`config.mk`:
```
export PLATFORM = sky130hd
export DESIGN_NAME = base40_name_decoder_top
export DESIGN_NICKNAME = d
export VERILOG_FILES = /design/src/b40nd_pkg.sv /design/src/b40nd_ctrl.sv /design/src/b40nd_dp.sv /design/src/base40_name_decoder_top.sv
export SDC_FILE = /design/constraint.sdc
export NUM_CORES = 1
export LEC_CHECK = 0
export BUFFER_PORTS_ARGS = -buffer_cell sky130_fd_sc_hd__buf_4
export CAP_MARGIN = 25
export CORE_MARGIN = 2
export CORE_UTILIZATION = 60
export CTS_CLUSTER_DIAMETER = 200
export CTS_CLUSTER_SIZE = 30
export DETAILED_ROUTE_END_ITERATION = 8
export PLACE_DENSITY = 0.79
export SLEW_MARGIN = 20
export SYNTH_ARGS = -nofsm -noshare
export SYNTH_HDL_FRONTEND = slang
export SYNTH_SLANG_ARGS = --single-unit
```
`constraint.sdc`:
```
create_clock -name i_clk -period 6.4 [get_ports i_clk]
set_clock_uncertainty 0.2 [all_clocks]
set_input_delay 1.92 -clock i_clk [delete_from_list [all_inputs] [get_ports i_clk]]
set_output_delay 1.92 -clock i_clk [all_outputs]
set_load 0.1 [all_outputs]
```
`src/b40nd_pkg.sv`:
```
`default_nettype none

package b40nd_pkg;

    // Field widths
    localparam int CODE_W  = 64;
    localparam int CHAR_W  = 7;
    localparam int DIGIT_W = 6;

    // Base-40 digits held for one name
    localparam int MAX_DIGITS = 13;
    localparam int IDX_W      = $clog2(MAX_DIGITS);

    // Conversion consumes three code bits per cycle, code padded to a multiple of three
    localparam int GROUP_W    = 3;
    localparam int NUM_GROUPS = (CODE_W + GROUP_W - 1) / GROUP_W;
    localparam int SHIFT_W    = NUM_GROUPS * GROUP_W;
    localparam int CNT_W      = $clog2(NUM_GROUPS);

    // ASCII codes
    localparam logic [CHAR_W-1:0] ASCII_SPACE  = 7'h20;
    localparam logic [CHAR_W-1:0] ASCII_PERIOD = 7'h2e;
    localparam logic [CHAR_W-1:0] ASCII_NUL    = 7'h00;

    typedef enum logic [2:0] {
        S_IDLE,
        S_CONV,
        S_SCAN,
        S_EMIT,
        S_EMPTY
    } t_state;

    // Commands from controller to datapath
    typedef struct packed {
        logic load;
        logic conv_step;
        logic scan;
        logic emit_load;
        logic empty_load;
    } t_cmd;

    // Status from datapath to controller
    typedef struct packed {
        logic code_zero;
        logic ptr_zero;
        logic out_free;
    } t_status;

    // Quotient of a base-40 digit divided by 5 (digit below 40 gives 0..7)
    function automatic logic [GROUP_W-1:0] quo5(input logic [DIGIT_W-1:0] d);
        logic [GROUP_W-1:0] q;
        begin
            priority if (d >= 6'd35) q = 3'd7;
            else if (d >= 6'd30)     q = 3'd6;
            else if (d >= 6'd25)     q = 3'd5;
            else if (d >= 6'd20)     q = 3'd4;
            else if (d >= 6'd15)     q = 3'd3;
            else if (d >= 6'd10)     q = 3'd2;
            else if (d >= 6'd5)      q = 3'd1;
            else                     q = 3'd0;
            return q;
        end
    endfunction

    // Remainder of a base-40 digit divided by 5
    function automatic logic [GROUP_W-1:0] rem5(input logic [DIGIT_W-1:0] d);
        logic [GROUP_W-1:0] q;
        logic [DIGIT_W-1:0] five_q;
        logic [DIGIT_W-1:0] r;
        begin
            q      = quo5(d);
            five_q = {1'b0, q, 2'b00} + {3'b000, q};
            r      = d - five_q;
            return r[GROUP_W-1:0];
        end
    endfunction

    // Map a base-40 digit to its character
    function automatic logic [CHAR_W-1:0] digit_to_char(input logic [DIGIT_W-1:0] d);
        logic [CHAR_W-1:0] c;
        begin
            priority if (d == 6'd0)          c = ASCII_SPACE;
            else if (d <= 6'd26)             c = 7'd96 + {1'b0, d};
            else if (d == 6'd28)             c = ASCII_PERIOD;
            else if (d >= 6'd30 && d <= 6'd39) c = 7'd18 + {1'b0, d};
            else                             c = ASCII_SPACE;
            return c;
        end
    endfunction

endpackage

`default_nettype wire

```
`src/b40nd_ctrl.sv`:
```
`default_nettype none

module b40nd_ctrl (
    input  wire                   i_clk,
    input  wire                   i_rst_n,
    input  wire                   i_in_valid,
    output logic                  o_in_stall,
    input  wire b40nd_pkg::t_status i_status,
    output b40nd_pkg::t_cmd       o_cmd
);

    b40nd_pkg::t_state                 r_state, n_state;
    logic [b40nd_pkg::CNT_W-1:0]       r_cnt, n_cnt;
    logic                              w_conv_done;

    assign w_conv_done = (r_cnt == b40nd_pkg::CNT_W'(b40nd_pkg::NUM_GROUPS - 1));

    // Hold state and group counter
    always_ff @(posedge i_clk) begin
        if (!i_rst_n) begin
            r_state <= b40nd_pkg::S_IDLE;
            r_cnt   <= '0;
        end else begin
            r_state <= n_state;
            r_cnt   <= n_cnt;
        end
    end

    // Sequence load, conversion, scan and character output
    always_comb begin
        n_state    = r_state;
        n_cnt      = r_cnt;
        o_cmd      = '0;
        o_in_stall = 1'b1;
        unique case (r_state)
            b40nd_pkg::S_IDLE: begin
                o_in_stall = 1'b0;
                n_cnt      = '0;
                if (i_in_valid) begin
                    o_cmd.load = 1'b1;
                    if (i_status.code_zero) begin
                        n_state = b40nd_pkg::S_EMPTY;
                    end else begin
                        n_state = b40nd_pkg::S_CONV;
                    end
                end
            end
            b40nd_pkg::S_CONV: begin
                o_cmd.conv_step = 1'b1;
                n_cnt           = r_cnt + b40nd_pkg::CNT_W'(1);
                if (w_conv_done) begin
                    n_cnt   = '0;
                    n_state = b40nd_pkg::S_SCAN;
                end
            end
            b40nd_pkg::S_SCAN: begin
                o_cmd.scan = 1'b1;
                n_state    = b40nd_pkg::S_EMIT;
            end
            b40nd_pkg::S_EMIT: begin
                if (i_status.out_free) begin
                    o_cmd.emit_load = 1'b1;
                    if (i_status.ptr_zero) begin
                        n_state = b40nd_pkg::S_IDLE;
                    end
                end
            end
            b40nd_pkg::S_EMPTY: begin
                if (i_status.out_free) begin
                    o_cmd.empty_load = 1'b1;
                    n_state          = b40nd_pkg::S_IDLE;
                end
            end
            default: begin
                n_state = b40nd_pkg::S_IDLE;
            end
        endcase
    end

    // Counter only advances during conversion
    a_cnt_idle: assert property (@(posedge i_clk) disable iff (!i_rst_n)
        (r_state != b40nd_pkg::S_CONV) |-> (r_cnt == '0))
        else $error("group counter nonzero outside conversion");

    // Scan is entered only straight from conversion
    a_scan_after_conv: assert property (@(posedge i_clk) disable iff (!i_rst_n)
        (r_state == b40nd_pkg::S_SCAN) |-> ($past(r_state) == b40nd_pkg::S_CONV))
        else $error("scan entered without conversion");

    // Input is taken only when idle
    a_accept_idle: assert property (@(posedge i_clk) disable iff (!i_rst_n)
        o_cmd.load |-> (r_state == b40nd_pkg::S_IDLE))
        else $error("load outside idle");

endmodule

`default_nettype wire

```
`src/b40nd_dp.sv`:
```
`default_nettype none

module b40nd_dp (
    input  wire                                   i_clk,
    input  wire                                   i_rst_n,
    input  wire  [b40nd_pkg::CODE_W-1:0]          i_packed_code,
    input  wire  b40nd_pkg::t_cmd                 i_cmd,
    output b40nd_pkg::t_status                    o_status,
    output logic                                  o_out_valid,
    input  wire                                   i_out_stall,
    output logic [b40nd_pkg::CHAR_W-1:0]          o_char_out,
    output logic                                  o_empty_name,
    output logic                                  o_last_char
);

    logic [b40nd_pkg::SHIFT_W-1:0]  r_shift, n_shift;
    logic [b40nd_pkg::DIGIT_W-1:0]  r_digit [b40nd_pkg::MAX_DIGITS];
    logic [b40nd_pkg::DIGIT_W-1:0]  n_digit [b40nd_pkg::MAX_DIGITS];
    logic [b40nd_pkg::IDX_W-1:0]    r_ptr, n_ptr;
    logic [b40nd_pkg::IDX_W-1:0]    w_top;
    logic                           r_out_valid, n_out_valid;
    logic [b40nd_pkg::CHAR_W-1:0]   r_char, n_char;
    logic                           r_empty, n_empty;
    logic                           r_last, n_last;
    logic [b40nd_pkg::GROUP_W-1:0]  w_group;

    assign w_group = r_shift[b40nd_pkg::SHIFT_W-1 -: b40nd_pkg::GROUP_W];

    // Shift in three code bits: each digit becomes 8*(d mod 5) + carry from below
    always_comb begin
        n_shift = r_shift;
        for (int i = 0; i < b40nd_pkg::MAX_DIGITS; i++) begin
            n_digit[i] = r_digit[i];
        end
        if (i_cmd.load) begin
            n_shift = {{(b40nd_pkg::SHIFT_W - b40nd_pkg::CODE_W){1'b0}}, i_packed_code};
            for (int i = 0; i < b40nd_pkg::MAX_DIGITS; i++) begin
                n_digit[i] = '0;
            end
        end else if (i_cmd.conv_step) begin
            n_shift    = r_shift << b40nd_pkg::GROUP_W;
            n_digit[0] = {b40nd_pkg::rem5(r_digit[0]), w_group};
            for (int i = 1; i < b40nd_pkg::MAX_DIGITS; i++) begin
                n_digit[i] = {b40nd_pkg::rem5(r_digit[i]), b40nd_pkg::quo5(r_digit[i-1])};
            end
        end
    end

    // Find the most significant nonzero digit
    always_comb begin
        w_top = '0;
        for (int i = 0; i < b40nd_pkg::MAX_DIGITS; i++) begin
            if (r_digit[i] != '0) begin
                w_top = b40nd_pkg::IDX_W'(i);
            end
        end
    end

    // Walk the pointer down from the top digit
    always_comb begin
        n_ptr = r_ptr;
        if (i_cmd.scan) begin
            n_ptr = w_top;
        end else if (i_cmd.emit_load) begin
            n_ptr = r_ptr - b40nd_pkg::IDX_W'(1);
        end
    end

    // Load the output register or drop it after a transfer
    always_comb begin
        n_out_valid = r_out_valid;
        n_char      = r_char;
        n_empty     = r_empty;
        n_last      = r_last;
        if (i_cmd.emit_load) begin
            n_out_valid = 1'b1;
            n_char      = b40nd_pkg::digit_to_char(r_digit[r_ptr]);
            n_empty     = 1'b0;
            n_last      = (r_ptr == '0);
        end else if (i_cmd.empty_load) begin
            n_out_valid = 1'b1;
            n_char      = b40nd_pkg::ASCII_NUL;
            n_empty     = 1'b1;
            n_last      = 1'b1;
        end else if (r_out_valid && !i_out_stall) begin
            n_out_valid = 1'b0;
        end
    end

    always_ff @(posedge i_clk) begin
        if (!i_rst_n) begin
            r_out_valid <= 1'b0;
        end else begin
            r_out_valid <= n_out_valid;
        end
    end

    always_ff @(posedge i_clk) begin
        r_shift <= n_shift;
        r_ptr   <= n_ptr;
        r_char  <= n_char;
        r_empty <= n_empty;
        r_last  <= n_last;
        for (int i = 0; i < b40nd_pkg::MAX_DIGITS; i++) begin
            r_digit[i] <= n_digit[i];
        end
    end

    assign o_status.code_zero = (i_packed_code == '0);
    assign o_status.ptr_zero  = (r_ptr == '0);
    assign o_status.out_free  = !r_out_valid || !i_out_stall;

    assign o_out_valid  = r_out_valid;
    assign o_char_out   = r_char;
    assign o_empty_name = r_empty;
    assign o_last_char  = r_last;

    // Never overwrite a result that is still waiting
    a_no_overwrite: assert property (@(posedge i_clk) disable iff (!i_rst_n)
        (i_cmd.emit_load || i_cmd.empty_load) |-> (!r_out_valid || !i_out_stall))
        else $error("output register overwritten while stalled");

    // Commands exclude each other
    a_cmd_onehot: assert property (@(posedge i_clk) disable iff (!i_rst_n)
        $onehot0({i_cmd.load, i_cmd.conv_step, i_cmd.scan, i_cmd.emit_load, i_cmd.empty_load}))
        else $error("more than one datapath command");

    // A nonzero code leaves a nonzero leading digit
    a_top_nonzero: assert property (@(posedge i_clk) disable iff (!i_rst_n)
        i_cmd.scan |=> (r_digit[r_ptr] != '0))
        else $error("leading digit is zero after scan");

endmodule

`default_nettype wire

```
`src/base40_name_decoder_top.sv`:
```
`default_nettype none

// Base-40 name decoder.
// Input channel: i_in_valid / o_in_stall carry one 64-bit packed name on
// i_packed_code. Output channel: o_out_valid / i_out_stall carry one
// character per transfer on o_char_out, with o_last_char on the final one.
// A zero code gives a single transfer with o_empty_name and o_last_char set.
// Sequence: after a code is taken, a conversion turns it into 13
// base-40 digits, three code bits per cycle, then a scan finds the
// leading digit. The first character is then loaded into the output
// register and the rest follow one per cycle while the output does not
// stall; a zero code goes straight to the single empty-name transfer.
// The next code is taken as soon as the last character is loaded, while that
// character may still wait in the output register.
// A stall on the output holds the output register and pauses the character
// walk; nothing is lost. Reset (synchronous, active low) empties the output
// register and returns the controller to idle.
module base40_name_decoder_top (
    input  wire                                i_clk,
    input  wire                                i_rst_n,
    input  wire                                i_in_valid,
    output logic                               o_in_stall,
    input  wire  [b40nd_pkg::CODE_W-1:0]       i_packed_code,
    output logic                               o_out_valid,
    input  wire                                i_out_stall,
    output logic [b40nd_pkg::CHAR_W-1:0]       o_char_out,
    output logic                               o_empty_name,
    output logic                               o_last_char
);

    b40nd_pkg::t_cmd    w_cmd;
    b40nd_pkg::t_status w_status;

    b40nd_ctrl u_ctrl (
        .i_clk      (i_clk),
        .i_rst_n    (i_rst_n),
        .i_in_valid (i_in_valid),
        .o_in_stall (o_in_stall),
        .i_status   (w_status),
        .o_cmd      (w_cmd)
    );

    b40nd_dp u_dp (
        .i_clk         (i_clk),
        .i_rst_n       (i_rst_n),
        .i_packed_code (i_packed_code),
        .i_cmd         (w_cmd),
        .o_status      (w_status),
        .o_out_valid   (o_out_valid),
        .i_out_stall   (i_out_stall),
        .o_char_out    (o_char_out),
        .o_empty_name  (o_empty_name),
        .o_last_char   (o_last_char)
    );

endmodule

`default_nettype wire
```
==> results.py, run 1 <==
metrics = {
    "worst_setup_path": {
        "critical_path_fanout_max": 9,
        "setup_crit_start_kind": "flip-flop",
        "cp-end-kind": "primary output",
        "critical_path_required_ns": 4.28,
        "cp_data_arrival_time_ns": 1.62,
        "timing.setup.critical_path_class": "flip-flop to primary output",
    },
    "sta": {
        "worst-slew-pin-transition_ns": 0.9468,
        "grt_setup_unrepaired": "false",
        "drv_slew": 0,
        "layout_worst_path_cycle_share_pct": 58.44,
        "min_period_ns": 3.740,
        "report.final.setup_viol": 0,
        "max_clock_freq_mhz": 267.4,
        "final.setup.tns_ns": 0,
        "hold_viol_final": 0,
        "relSlewSlack_pct": 36.79,
        "holdWs_ns": 0.2449,
    },
    "cells_and_area": {
        "fraction_of_layout_cells_with_a_size_suffix_above_1_pct": 13.54,
        "antenna_cells_inserted": 0,
        "finalNetCount": 1257,
        "area_growth_syn_to_layout_pct": 12.08,
        "post-route-util_pct": 68.00,
    },
    "floorplan": {
        "io_pins": 79,
        "vertical_die_dimension_microns": 132.8,
        "die-area_sq_um": 17640,
        "core_area_sq_um": 16410,
        "die_w_microns": 132.8,
        "effective_utilization_at_floorplan_pct": 60.67,
        "placementRows": 47,
    },
    "power_and_ir_drop": {
        "switchingPower_mw": 2.711,
        "clkPwrFrac_pct": 16.5,
        "power_density_nw_per_um2": 562.9,
        "power.sequential.fraction_pct": 34.3,
        "vdd_drop_max_v": 0.0002662,
        "power.combinational.fraction_pct": 49.1,
        "p_sw_share_pct": 43.17,
        "leakagePower_nw": 4.462,
        "finalPower_mw": 6.281,
        "internal_power_mw": 3.569,
    },
    "cts": {
        "cts-resized-gates": 0,
        "later_pin_clock_latency_in_the_skew_report_ns": 0.43,
        "cts_htree_levels": 4,
        "cts.sink_count": 170,
        "holdBufCountCts": 0,
        "clock_tree.root_cell": "sky130_fd_sc_hd__clkbuf_16",
        "tritoncts": "done",
        "tritoncts_buffers": 17,
        "clkTransAtPathRegs_ns": 0.07,
        "cts_buffer_depth": 2,
        "post_cts.repair.setup_buffers": 0,
    },
    "synthesis": {
        "yosys.cell_types.count": 68,
        "async_set_reset_flop_share_out_of_synthesis_pct": 0,
        "syn-cell-area_sq_um": 9955,
        "synth_nets": 1229,
        "number_of_synthesized_flops_with_an_enable_pin": 76,
        "avgSynthCellArea_sq_um": 8.841,
        "synthesis.instances": 1126,
        "register_area_share_after_synthesis_pct": 41.83,
        "flip_flop_and_latch_count_after_synthesis": 170,
        "ys.warnings.count": 0,
        "synth_ff_type": "sky130_fd_sc_hd__dfxtp_1",
    },
    "global_route": {
        "first_global_vias": 7864,
        "gr-total-overflow": 0,
        "grt_first_pass_wirelength_mm": 38.87,
        "pin_count_of_the_biggest_net_entering_global_routing": 110,
        "grt_antenna_before_repair": 0,
        "global_route.usage.total_pct": 27.20,
    },
    "detailed_routing": {
        "remaining_drc_errors": 0,
        "firstDrtPassIters": 5,
        "drt_iter0_markers": 731,
        "route.vias.total": 8342,
        "route.final.wire_length_mm": 23.02,
        "postRouteAntennaNets": 0,
        "route.detailed.wl_per_inst_microns": 16.59,
        "viasPerCell": 6.014,
    },
    "placed_design": {
        "buffer_ports.inserted": 78,
        "dp_hpwl_mm": 15.57,
        "gpl.final_weighted_congestion": 0.9416,
    },
    "flow_run": {
        "maxCapViolCount": 0,
    },
    "run_status": {
        "run_status": "complete, no violations",
    },
    "worst_hold_path": {
        "hold_class": "flip-flop to flip-flop",
    },
}
## cell families after synthesis
family / after synthesis / synth area share (%)
buf+inv: 125 / 5.367
fa+ha+maj: 40 / 5.882
xor+xnor: 55 / 4.839
compound gates: 218 / 14.69
mux: 27 / 5.241
flops: 170 / 41.83
simple gates: 491 / 22.15
## worst max-delay path: stages (launching register included)
cell and delay, ns:
sky130_fd_sc_hd__dfxtp_1 0.38, sky130_fd_sc_hd__nor2_1 0.45, sky130_fd_sc_hd__nand2_1 0.11, sky130_fd_sc_hd__buf_4 0.25
## metal layers
metal  part of all wire (%)  track usage, %  vias up
li1                       -               -     4041
met1                     43           37.07     3962
met2                     49           44.36      296
met3                    5.9           4.674       43
met4                    2.2           8.961        0
met5                      0               0        -
## layout make-up
type | instances | area, sq um
Clock buffer | 17 | 425.4
Clock inverter | 15 | 171.4
Fill cell | 1305 | 5250
Inverter | 50 | 187.7
Multi-Input combinational cell | 831 | 5283
Sequential cell | 170 | 4164
Tap cell | 220 | 275.3
Timing Repair Buffer | 84 | 650.6
## placed cells by master, fill, tap and decap left out, drive strengths merged, types with 4 or more instances in the layout
cell type / synthesis / routed
nor2b: 4 / 4
clkbuf: 51 / 17
nor3: 16 / 16
a21oi: 34 / 34
nand3: 64 / 64
nor2: 60 / 60
nand2: 258 / 258
nand4: 7 / 7
nor4: 23 / 23
a311oi: 5 / 5
a221o: 11 / 11
a211oi: 27 / 27
or2: 6 / 6
o22ai: 11 / 11
dfxtp: 94 / 94
o31ai: 24 / 24
xor2: 12 / 12
and2: 8 / 8
o21ai: 70 / 70
nand2b: 29 / 29
ha: 22 / 22
maj3: 5 / 5
mux4: 18 / 18
fa: 13 / 13
xnor2: 43 / 43
a31oi: 13 / 13
mux2i: 6 / 6
buf: 24 / 84
or3: 4 / 4
edfxtp: 76 / 76
inv: 50 / 60
## cells in the mapped netlist (all sizes together) (12+ instances only)
cell type,number,share of area [%]
a31oi,13,0.82
xor2,12,1.1
xnor2,43,3.8
buf,24,1.5
o31ai,24,1.9
nor3,16,0.80
nor2,60,2.3
nor4,23,1.4
dfxtp,94,19
mux4,18,4.3
clkbuf,51,2.0
o21ai,70,3.5
a211oi,27,2.0
fa,13,2.6
nand2,258,9.7
nand2b,29,1.8
inv,50,1.9
a21oi,34,1.9
nand3,64,3.2
edfxtp,76,23
ha,22,2.8
## final timing paths
kind | start | endpoint | slack (ns) | cells past startpoint
worst max-delay path | u_ctrl.r_state[1] | o_in_stall | 2.66 | 3
worst min-delay path | u_dp.r_shift[64] | u_dp.r_digit[0][1] | 0.24 | 2
worst min register to register | u_dp.r_shift[64] | u_dp.r_digit[0][1] | 0.24 | 2
worst max register to register | u_dp.r_digit[0][1] | u_dp.r_digit[0][5] | 2.85 | 13
## power by group through the flow
stage / clock network (mW) / registers (mW) / logic, mW
6_report: 1.04 / 2.16 / 3.09
3_5_place_dp: 0 / 2.15 / 3.04
2_1_floorplan: 0 / 1.87 / 2.69
5_1_grt: 1.10 / 2.22 / 3.48
3_3_place_gp: 0 / 2.14 / 2.92
4_1_cts: 1.05 / 2.14 / 3.08
## state kept, by name (all words and copies together) (netlist names), named ones only
signal             flops
u_dp.r_digit          78
u_dp.r_shift          66
u_dp.o_char_out        7
u_ctrl.r_cnt           5
u_dp.r_ptr             4
u_ctrl.r_state         3
u_dp.o_empty_name      1
u_dp.o_last_char       1
u_dp.o_out_valid       1
## through the flow
step           instances  worst slack, ns  cell area, sq um
3_5_place_dp        1354            2.274             10530
5_1_grt             1387            2.565             11160
3_3_place_gp        1354            2.298             10530
6_report            1387            2.660             11160
4_1_cts             1386            2.657             11130
2_1_floorplan       1126            1.824              9955
Power figures use the tool's default switching activity.
==> run 2, diff against run 1 <==
Settings changed: CORE_UTILIZATION 60 to 55, PLACE_DENSITY 0.79 to 0.76.
Clock period 6.4 ns to 3.3 ns, I/O delays scaled along.
==> run 2 against run 1 <==
Against the previous run: combinational power increased by 110%; largest cell class unchanged; design area up 2.3%; core utilization down 4.0 points; routed wire length rose by 3.5%; sequential power increased by 90%; total power grew 99%; die area grew 8.8%; count of clock-buffer cells in the layout is the same; first-iteration DRC count shrank 9.3%.
==> results.py, run 2 (same netlist as run 1, synthesis figures left out) <==
metrics = {
    "sta": {
        "min_period_ns": 3.176,
        "relSlewSlack_pct": 45.75,
        "drv_slew": 0,
        "worst-slew-pin-transition_ns": 0.8138,
        "report.final.setup_viol": 0,
        "holdWs_ns": 0.2445,
        "final.setup.tns_ns": 0,
        "hold_viol_final": 0,
        "layout_worst_path_cycle_share_pct": 96.23,
        "max_clock_freq_mhz": 314.9,
    },
    "worst_setup_path": {
        "cp_top_family": "adder cells",
        "timing.critical_path.cells": "nand2b_1, xnor2_1, a31oi_1, a211oi_2, a31oi_2, ha_1, inv_1, ha_1, or2_2, fa_2, xnor2_2, xnor2_2, xnor2_1, o21ai_0",
        "critical_path_fanout_max": 3,
        "timing.setup.critical_path_class": "flip-flop to flip-flop",
        "cp-end-kind": "flip-flop",
        "crit_buf_inv": 1,
        "crit_path_max_incr_delay_ns": 0.36,
        "setup_crit_start_kind": "flip-flop",
        "cp_data_arrival_time_ns": 3.28,
        "critical_path_required_ns": 3.40,
        "cpMaxStageDelayCell": "sky130_fd_sc_hd__fa_2",
    },
    "cells_and_area": {
        "antenna_cells_inserted": 0,
        "fraction_of_layout_cells_with_a_size_suffix_above_1_pct": 16.32,
        "mostFrequentLayoutCells": "256 x sky130_fd_sc_hd__nand2_1, 104 x sky130_fd_sc_hd__buf_4, 90 x sky130_fd_sc_hd__dfxtp_1",
        "mostFrequentLayoutCell": "sky130_fd_sc_hd__nand2_1",
        "finalNetCount": 1279,
        "area_growth_syn_to_layout_pct": 14.62,
        "largest_reg_flops": 78,
        "reg_with_most_ffs": "u_dp.r_digit",
        "final_cell_area_sq_um": 11410,
        "filler_cell_count": 1450,
    },
    "global_route": {
        "grt_antenna_before_repair": 0,
        "gr-total-overflow": 0,
        "pin_count_of_the_biggest_net_entering_global_routing": 69,
        "first_global_vias": 8011,
        "grt_first_pass_wirelength_mm": 39.63,
        "global_route.usage.total_pct": 25.09,
    },
    "detailed_routing": {
        "remaining_drc_errors": 0,
        "route.detailed.wl_per_inst_microns": 16.80,
        "firstDrtPassIters": 7,
        "drt_iter0_markers": 663,
        "postRouteAntennaNets": 0,
        "route.final.wire_length_mm": 23.82,
        "viasPerCell": 5.925,
        "route.vias.total": 8401,
    },
    "cts": {
        "clkTransAtPathRegs_ns": 0.07,
        "cts_htree_levels": 4,
        "later_pin_clock_latency_in_the_skew_report_ns": 0.43,
        "cts_buffer_depth": 2,
        "cts.sink_count": 170,
        "clock_tree.root_cell": "sky130_fd_sc_hd__clkbuf_16",
        "tritoncts": "done",
        "tritoncts_buffers": 17,
        "holdBufCountCts": 0,
    },
    "floorplan": {
        "die-area_sq_um": 19190,
        "core_area_sq_um": 17840,
        "io_pins": 79,
        "die_w_microns": 138.5,
        "placementRows": 49,
        "vertical_die_dimension_microns": 138.5,
        "effective_utilization_at_floorplan_pct": 55.80,
    },
    "placed_design": {
        "gpl.final_weighted_congestion": 0.8767,
        "buffer_ports.inserted": 78,
        "dp_hpwl_mm": 16.50,
        "placement.cell_area_sq_um": 10740,
    },
    "run_status": {
        "run_status": "complete, no violations",
    },
    "flow_run": {
        "maxCapViolCount": 0,
    },
    "power_and_ir_drop": {
        "vdd_drop_max_v": 0.0005761,
        "power_density_nw_per_um2": 1095,
        "leakagePower_nw": 4.592,
    },
    "worst_hold_path": {
        "hold_class": "flip-flop to flip-flop",
    },
}
-- run 2: cell count changes in the layout (fill, tap and decap cells not counted), sizes merged --
cell | before | now
buf | 84 | 106
clkinvlp | 1 | 2
inv | 60 | 59
-- run 2: where the power goes --
group,internal [mW],leakage (nW),switching (mW),total [mW]
Combinational,2.88,2.78,3.49,6.37
Sequential,3.17,1.52,0.934,4.11
Clock,1.08,0.287,0.942,2.03
Total,7.14,4.59,5.36,12.5
-- run 2: worst register-to-register path, cell delays in order, from the launching register on --
cell and delay [ns]:
sky130_fd_sc_hd__dfxtp_1 0.32, sky130_fd_sc_hd__nand2b_1 0.19, sky130_fd_sc_hd__xnor2_1 0.15, sky130_fd_sc_hd__a31oi_1 0.08, sky130_fd_sc_hd__a211oi_2 0.31, sky130_fd_sc_hd__a31oi_2 0.09, sky130_fd_sc_hd__ha_1 0.32, sky130_fd_sc_hd__inv_1 0.04
sky130_fd_sc_hd__ha_1 0.16, sky130_fd_sc_hd__or2_2 0.30, sky130_fd_sc_hd__fa_2 0.36, sky130_fd_sc_hd__xnor2_2 0.19, sky130_fd_sc_hd__xnor2_2 0.14, sky130_fd_sc_hd__xnor2_1 0.13, sky130_fd_sc_hd__o21ai_0 0.08
-- run 2: layer usage --
metal | GRT usage (%) | part of all wire [%] | vias to the layer above
met5 | 0 | 0 | -
met4 | 6.982 | 1.9 | 0
met3 | 5.214 | 5.5 | 46
met2 | 41.43 | 49 | 252
met1 | 33.80 | 44 | 4023
li1 | - | - | 4080
-- run 2: final cells by class --
cell class,count,area [sq um],share of cell area (%)
clock inverter,15,170.2,1.491
multi-input combinational,831,5345,46.85
timing repair buffer,106,820.8,7.194
tap,229,286.5,2.511
inverter,50,187.7,1.645
sequential,170,4174,36.58
clock buffer,17,425.4,3.728
-- run 2: path summary, 6_finish.rpt --
| path | startpoint | endpoint | slack (ns) | depth (start not counted) |
|---|---|---|---|---|
| hold / removal | u_dp.r_shift[65] | u_dp.r_digit[0][2] | 0.24 | 2 |
| setup / recovery | u_dp.r_digit[0][1] | u_dp.r_digit[0][5] | 0.12 | 14 |
| setup reg to reg | u_dp.r_digit[0][1] | u_dp.r_digit[0][5] | 0.12 | 14 |
| hold reg to reg | u_dp.r_shift[65] | u_dp.r_digit[0][2] | 0.24 | 2 |
-- run 2: through the flow --
stage | setup WS [ns] | cells | utilization [%] | total power [mW]
finish | 0.1244 | 1418 | 63.95 | 12.50
global route | -0.02496 | 1418 | 63.95 | 13.52
CTS | 0.03727 | 1417 | 63.57 | 12.37
detailed placement | -0.02161 | 1385 | 60.19 | 10.25
global placement | 0.1184 | 1385 | 60.19 | 10.02
floorplan | 0.02940 | 1126 | - | 8.854
-- run 2: repair_timing --
action,in CTS,in global routing
gates resized for setup,1,16
pin swaps,0,5
buffers inserted,0,1
setup endpoints to repair,1,2
==> run 3, diff against run 2 <==
Settings changed: CELL_PAD_IN_SITES_DETAIL_PLACEMENT set to 1, CELL_PAD_IN_SITES_GLOBAL_PLACEMENT set to 2, CORE_UTILIZATION 55 to 34.
==> run 3 against run 2 <==
Against the previous run: count of clock-buffer cells in the layout unchanged; global-route usage decreased by 6.4 points; final cell count increased by 11%; design area increased by 2.1%; total power increased by 1.9%; sequential power about the same; die area increased by 60%; fmax increased by 0.78%; largest power group unchanged; critical path depth unchanged; core utilization decreased by 23 points; setup slack improved by 0.024 ns; routed wire length increased by 17%.
==> results.py, run 3 (same netlist as run 1, synthesis figures left out) <==
metrics = {
    "worst_setup_path": {
        "cp-end-kind": "flip-flop",
        "ff_to_ff_start": "u_dp.r_digit[0][4]",
        "timing.setup.critical_path_class": "flip-flop to flip-flop",
        "critical_path_fanout_max": 6,
        "setup_crit_start_kind": "flip-flop",
        "cp_data_arrival_time_ns": 3.25,
        "minimum_setup_slack_among_reg_to_reg_paths_ns": 0.15,
        "critical_path_required_ns": 3.40,
        "reg2regPathDepth": 14,
        "reg_to_reg_end": "u_dp.r_digit[0][5]",
    },
    "power_and_ir_drop": {
        "power_density_nw_per_um2": 1093,
        "leakagePower_nw": 4.617,
        "finalPower_mw": 12.74,
        "vdd_drop_max_v": 0.0004545,
    },
    "cells_and_area": {
        "mostFrequentLayoutCells": "256 x sky130_fd_sc_hd__nand2_1, 105 x sky130_fd_sc_hd__buf_4, 90 x sky130_fd_sc_hd__dfxtp_1",
        "reg_with_most_ffs": "u_dp.r_digit",
        "finalNetCount": 1282,
        "largest_reg_flops": 78,
        "area_growth_syn_to_layout_pct": 17.08,
        "post_layout_instance_count_excluding_filler_cells": 1576,
        "final_cell_area_sq_um": 11650,
        "fraction_of_layout_cells_with_a_size_suffix_above_1_pct": 16.69,
        "antenna_cells_inserted": 0,
        "mostFrequentLayoutCell": "sky130_fd_sc_hd__nand2_1",
    },
    "sta": {
        "layout_worst_path_cycle_share_pct": 95.49,
        "report.final.setup_viol": 0,
        "worst-slew-pin-transition_ns": 0.7123,
        "relSlewSlack_pct": 52.51,
        "max_clock_freq_mhz": 317.3,
        "holdWs_ns": 0.2347,
        "min_period_ns": 3.151,
        "hold_viol_final": 0,
        "drv_slew": 0,
        "final.setup.tns_ns": 0,
    },
    "floorplan": {
        "effective_utilization_at_floorplan_pct": 34.59,
        "placementRows": 62,
        "die-area_sq_um": 30660,
        "die_w_microns": 175.1,
        "vertical_die_dimension_microns": 175.1,
        "io_pins": 79,
        "core_area_sq_um": 28780,
    },
    "global_route": {
        "global_route.usage.total_pct": 18.66,
        "pin_count_of_the_biggest_net_entering_global_routing": 72,
        "gr-total-overflow": 0,
        "first_global_vias": 8534,
        "grt_antenna_before_repair": 0,
        "grt_first_pass_wirelength_mm": 45.51,
    },
    "cts": {
        "cts.sink_count": 170,
        "cts_htree_levels": 4,
        "clkTransAtPathRegs_ns": 0.07,
        "clock_tree.root_cell": "sky130_fd_sc_hd__clkbuf_16",
        "holdBufCountCts": 0,
        "tritoncts": "done",
        "cts_buffer_depth": 2,
        "later_pin_clock_latency_in_the_skew_report_ns": 0.44,
        "tritoncts_buffers": 17,
    },
    "detailed_routing": {
        "route.vias.total": 8411,
        "postRouteAntennaNets": 0,
        "viasPerCell": 5.337,
        "firstDrtPassIters": 4,
        "route.final.wire_length_mm": 27.84,
        "route.detailed.wl_per_inst_microns": 17.67,
        "remaining_drc_errors": 0,
        "drt_iter0_markers": 416,
    },
    "flow_run": {
        "maxCapViolCount": 0,
    },
    "placed_design": {
        "placed_cells": 1543,
        "buffer_ports.inserted": 78,
        "placement.cell_area_sq_um": 10980,
        "dp_hpwl_mm": 20.09,
        "gpl.final_weighted_congestion": 0.7854,
    },
    "run_status": {
        "run_status": "complete, no violations",
    },
    "worst_hold_path": {
        "hold_class": "flip-flop to flip-flop",
        "hold_path_depth": 2,
        "timing.hold.worst_endpoint": "u_dp.r_shift[65]",
        "holdCritStartpoint": "u_dp.r_shift[62]",
    },
}
-- run 3: cell types whose count changed in the layout (fill, tap and decap cells not counted), sizes merged --
| cell | previous run | this run |
|---|---|---|
| buf | 106 | 109 |
| bufinv | 1 | 2 |
| clkinv | 3 | 4 |
| inv | 59 | 57 |
-- run 3: how the worst max path moves through the flow --
stage	startpoint	endpoint	slack, ns	cells after the start
finish	u_dp.r_digit[0][4]	u_dp.r_digit[0][5]	0.15	14
global route	u_dp.r_digit[0][4]	u_dp.r_digit[0][5]	-0.01	14
CTS	u_dp.r_digit[0][4]	u_dp.r_digit[0][5]	0.002	14
detailed placement	u_dp.r_digit[5][2]	u_dp.r_digit[5][5]	-0.02	14
global placement	u_dp.r_digit[5][2]	u_dp.r_digit[5][5]	0.08	13
floorplan	u_dp.r_digit[0][1]	u_dp.r_digit[0][5]	0.03	14
-- run 3: area by class of cell --
class,count,area [sq um]
sequential,170,4174
timing repair buffer,109,868.3
clock inverter,15,162.7
tap,384,480.5
multi-input combinational,831,5356
inverter,50,187.7
clock buffer,17,425.4
fill,3372,17130
-- run 3: where the power goes --
part           switching [mW]  total [mW]  internal, mW  leakage [nW]
clock network           0.941        2.07          1.13         0.286
logic                    3.65        6.57          2.92          2.81
registers               0.920        4.09          3.17          1.52
total                    5.51        12.7          7.22          4.62
-- run 3: critical path, cell delays in order, from the launching register on --
cell                       delay [ns]
sky130_fd_sc_hd__dfxtp_2         0.37
sky130_fd_sc_hd__inv_2           0.08
sky130_fd_sc_hd__nor3_2          0.18
sky130_fd_sc_hd__a211oi_2        0.07
sky130_fd_sc_hd__a211oi_2        0.23
sky130_fd_sc_hd__a31oi_2         0.08
sky130_fd_sc_hd__ha_1            0.32
sky130_fd_sc_hd__inv_1           0.06
sky130_fd_sc_hd__ha_1            0.18
sky130_fd_sc_hd__or2_2           0.30
sky130_fd_sc_hd__fa_2            0.36
sky130_fd_sc_hd__xnor2_2         0.21
sky130_fd_sc_hd__xnor2_2         0.14
sky130_fd_sc_hd__xnor2_1         0.13
sky130_fd_sc_hd__o21ai_0         0.08
-- run 3: repair_timing --
| item | in CTS | in global routing |
|---|---|---|
| endpoints found under the setup margin | 2 | 2 |
| endpoints found under the hold margin | 0 | 0 |
| buffers inserted | 0 | 1 |
| pin swaps | 0 | 8 |
| resized for setup | 2 | 17 |
-- run 3: stage by stage --
step / setup slack (ns) / util (%)
floorplan: 0.02940 / -
global placement: 0.08171 / 38.17
detailed placement: -0.01595 / 38.17
CTS: 0.001907 / 40.24
global route: -0.009667 / 40.50
finish: 0.1488 / 40.50
-- run 3: layer usage --
metal,global-route usage [%],wire length (microns),up-vias,share of wire (%)
met4,5.243,440,0,1.6
met3,3.372,757,26,2.7
met2,31.48,13540,112,49
met5,0,0,-,0
met1,24.45,13110,4186,47
li1,-,-,4087,-
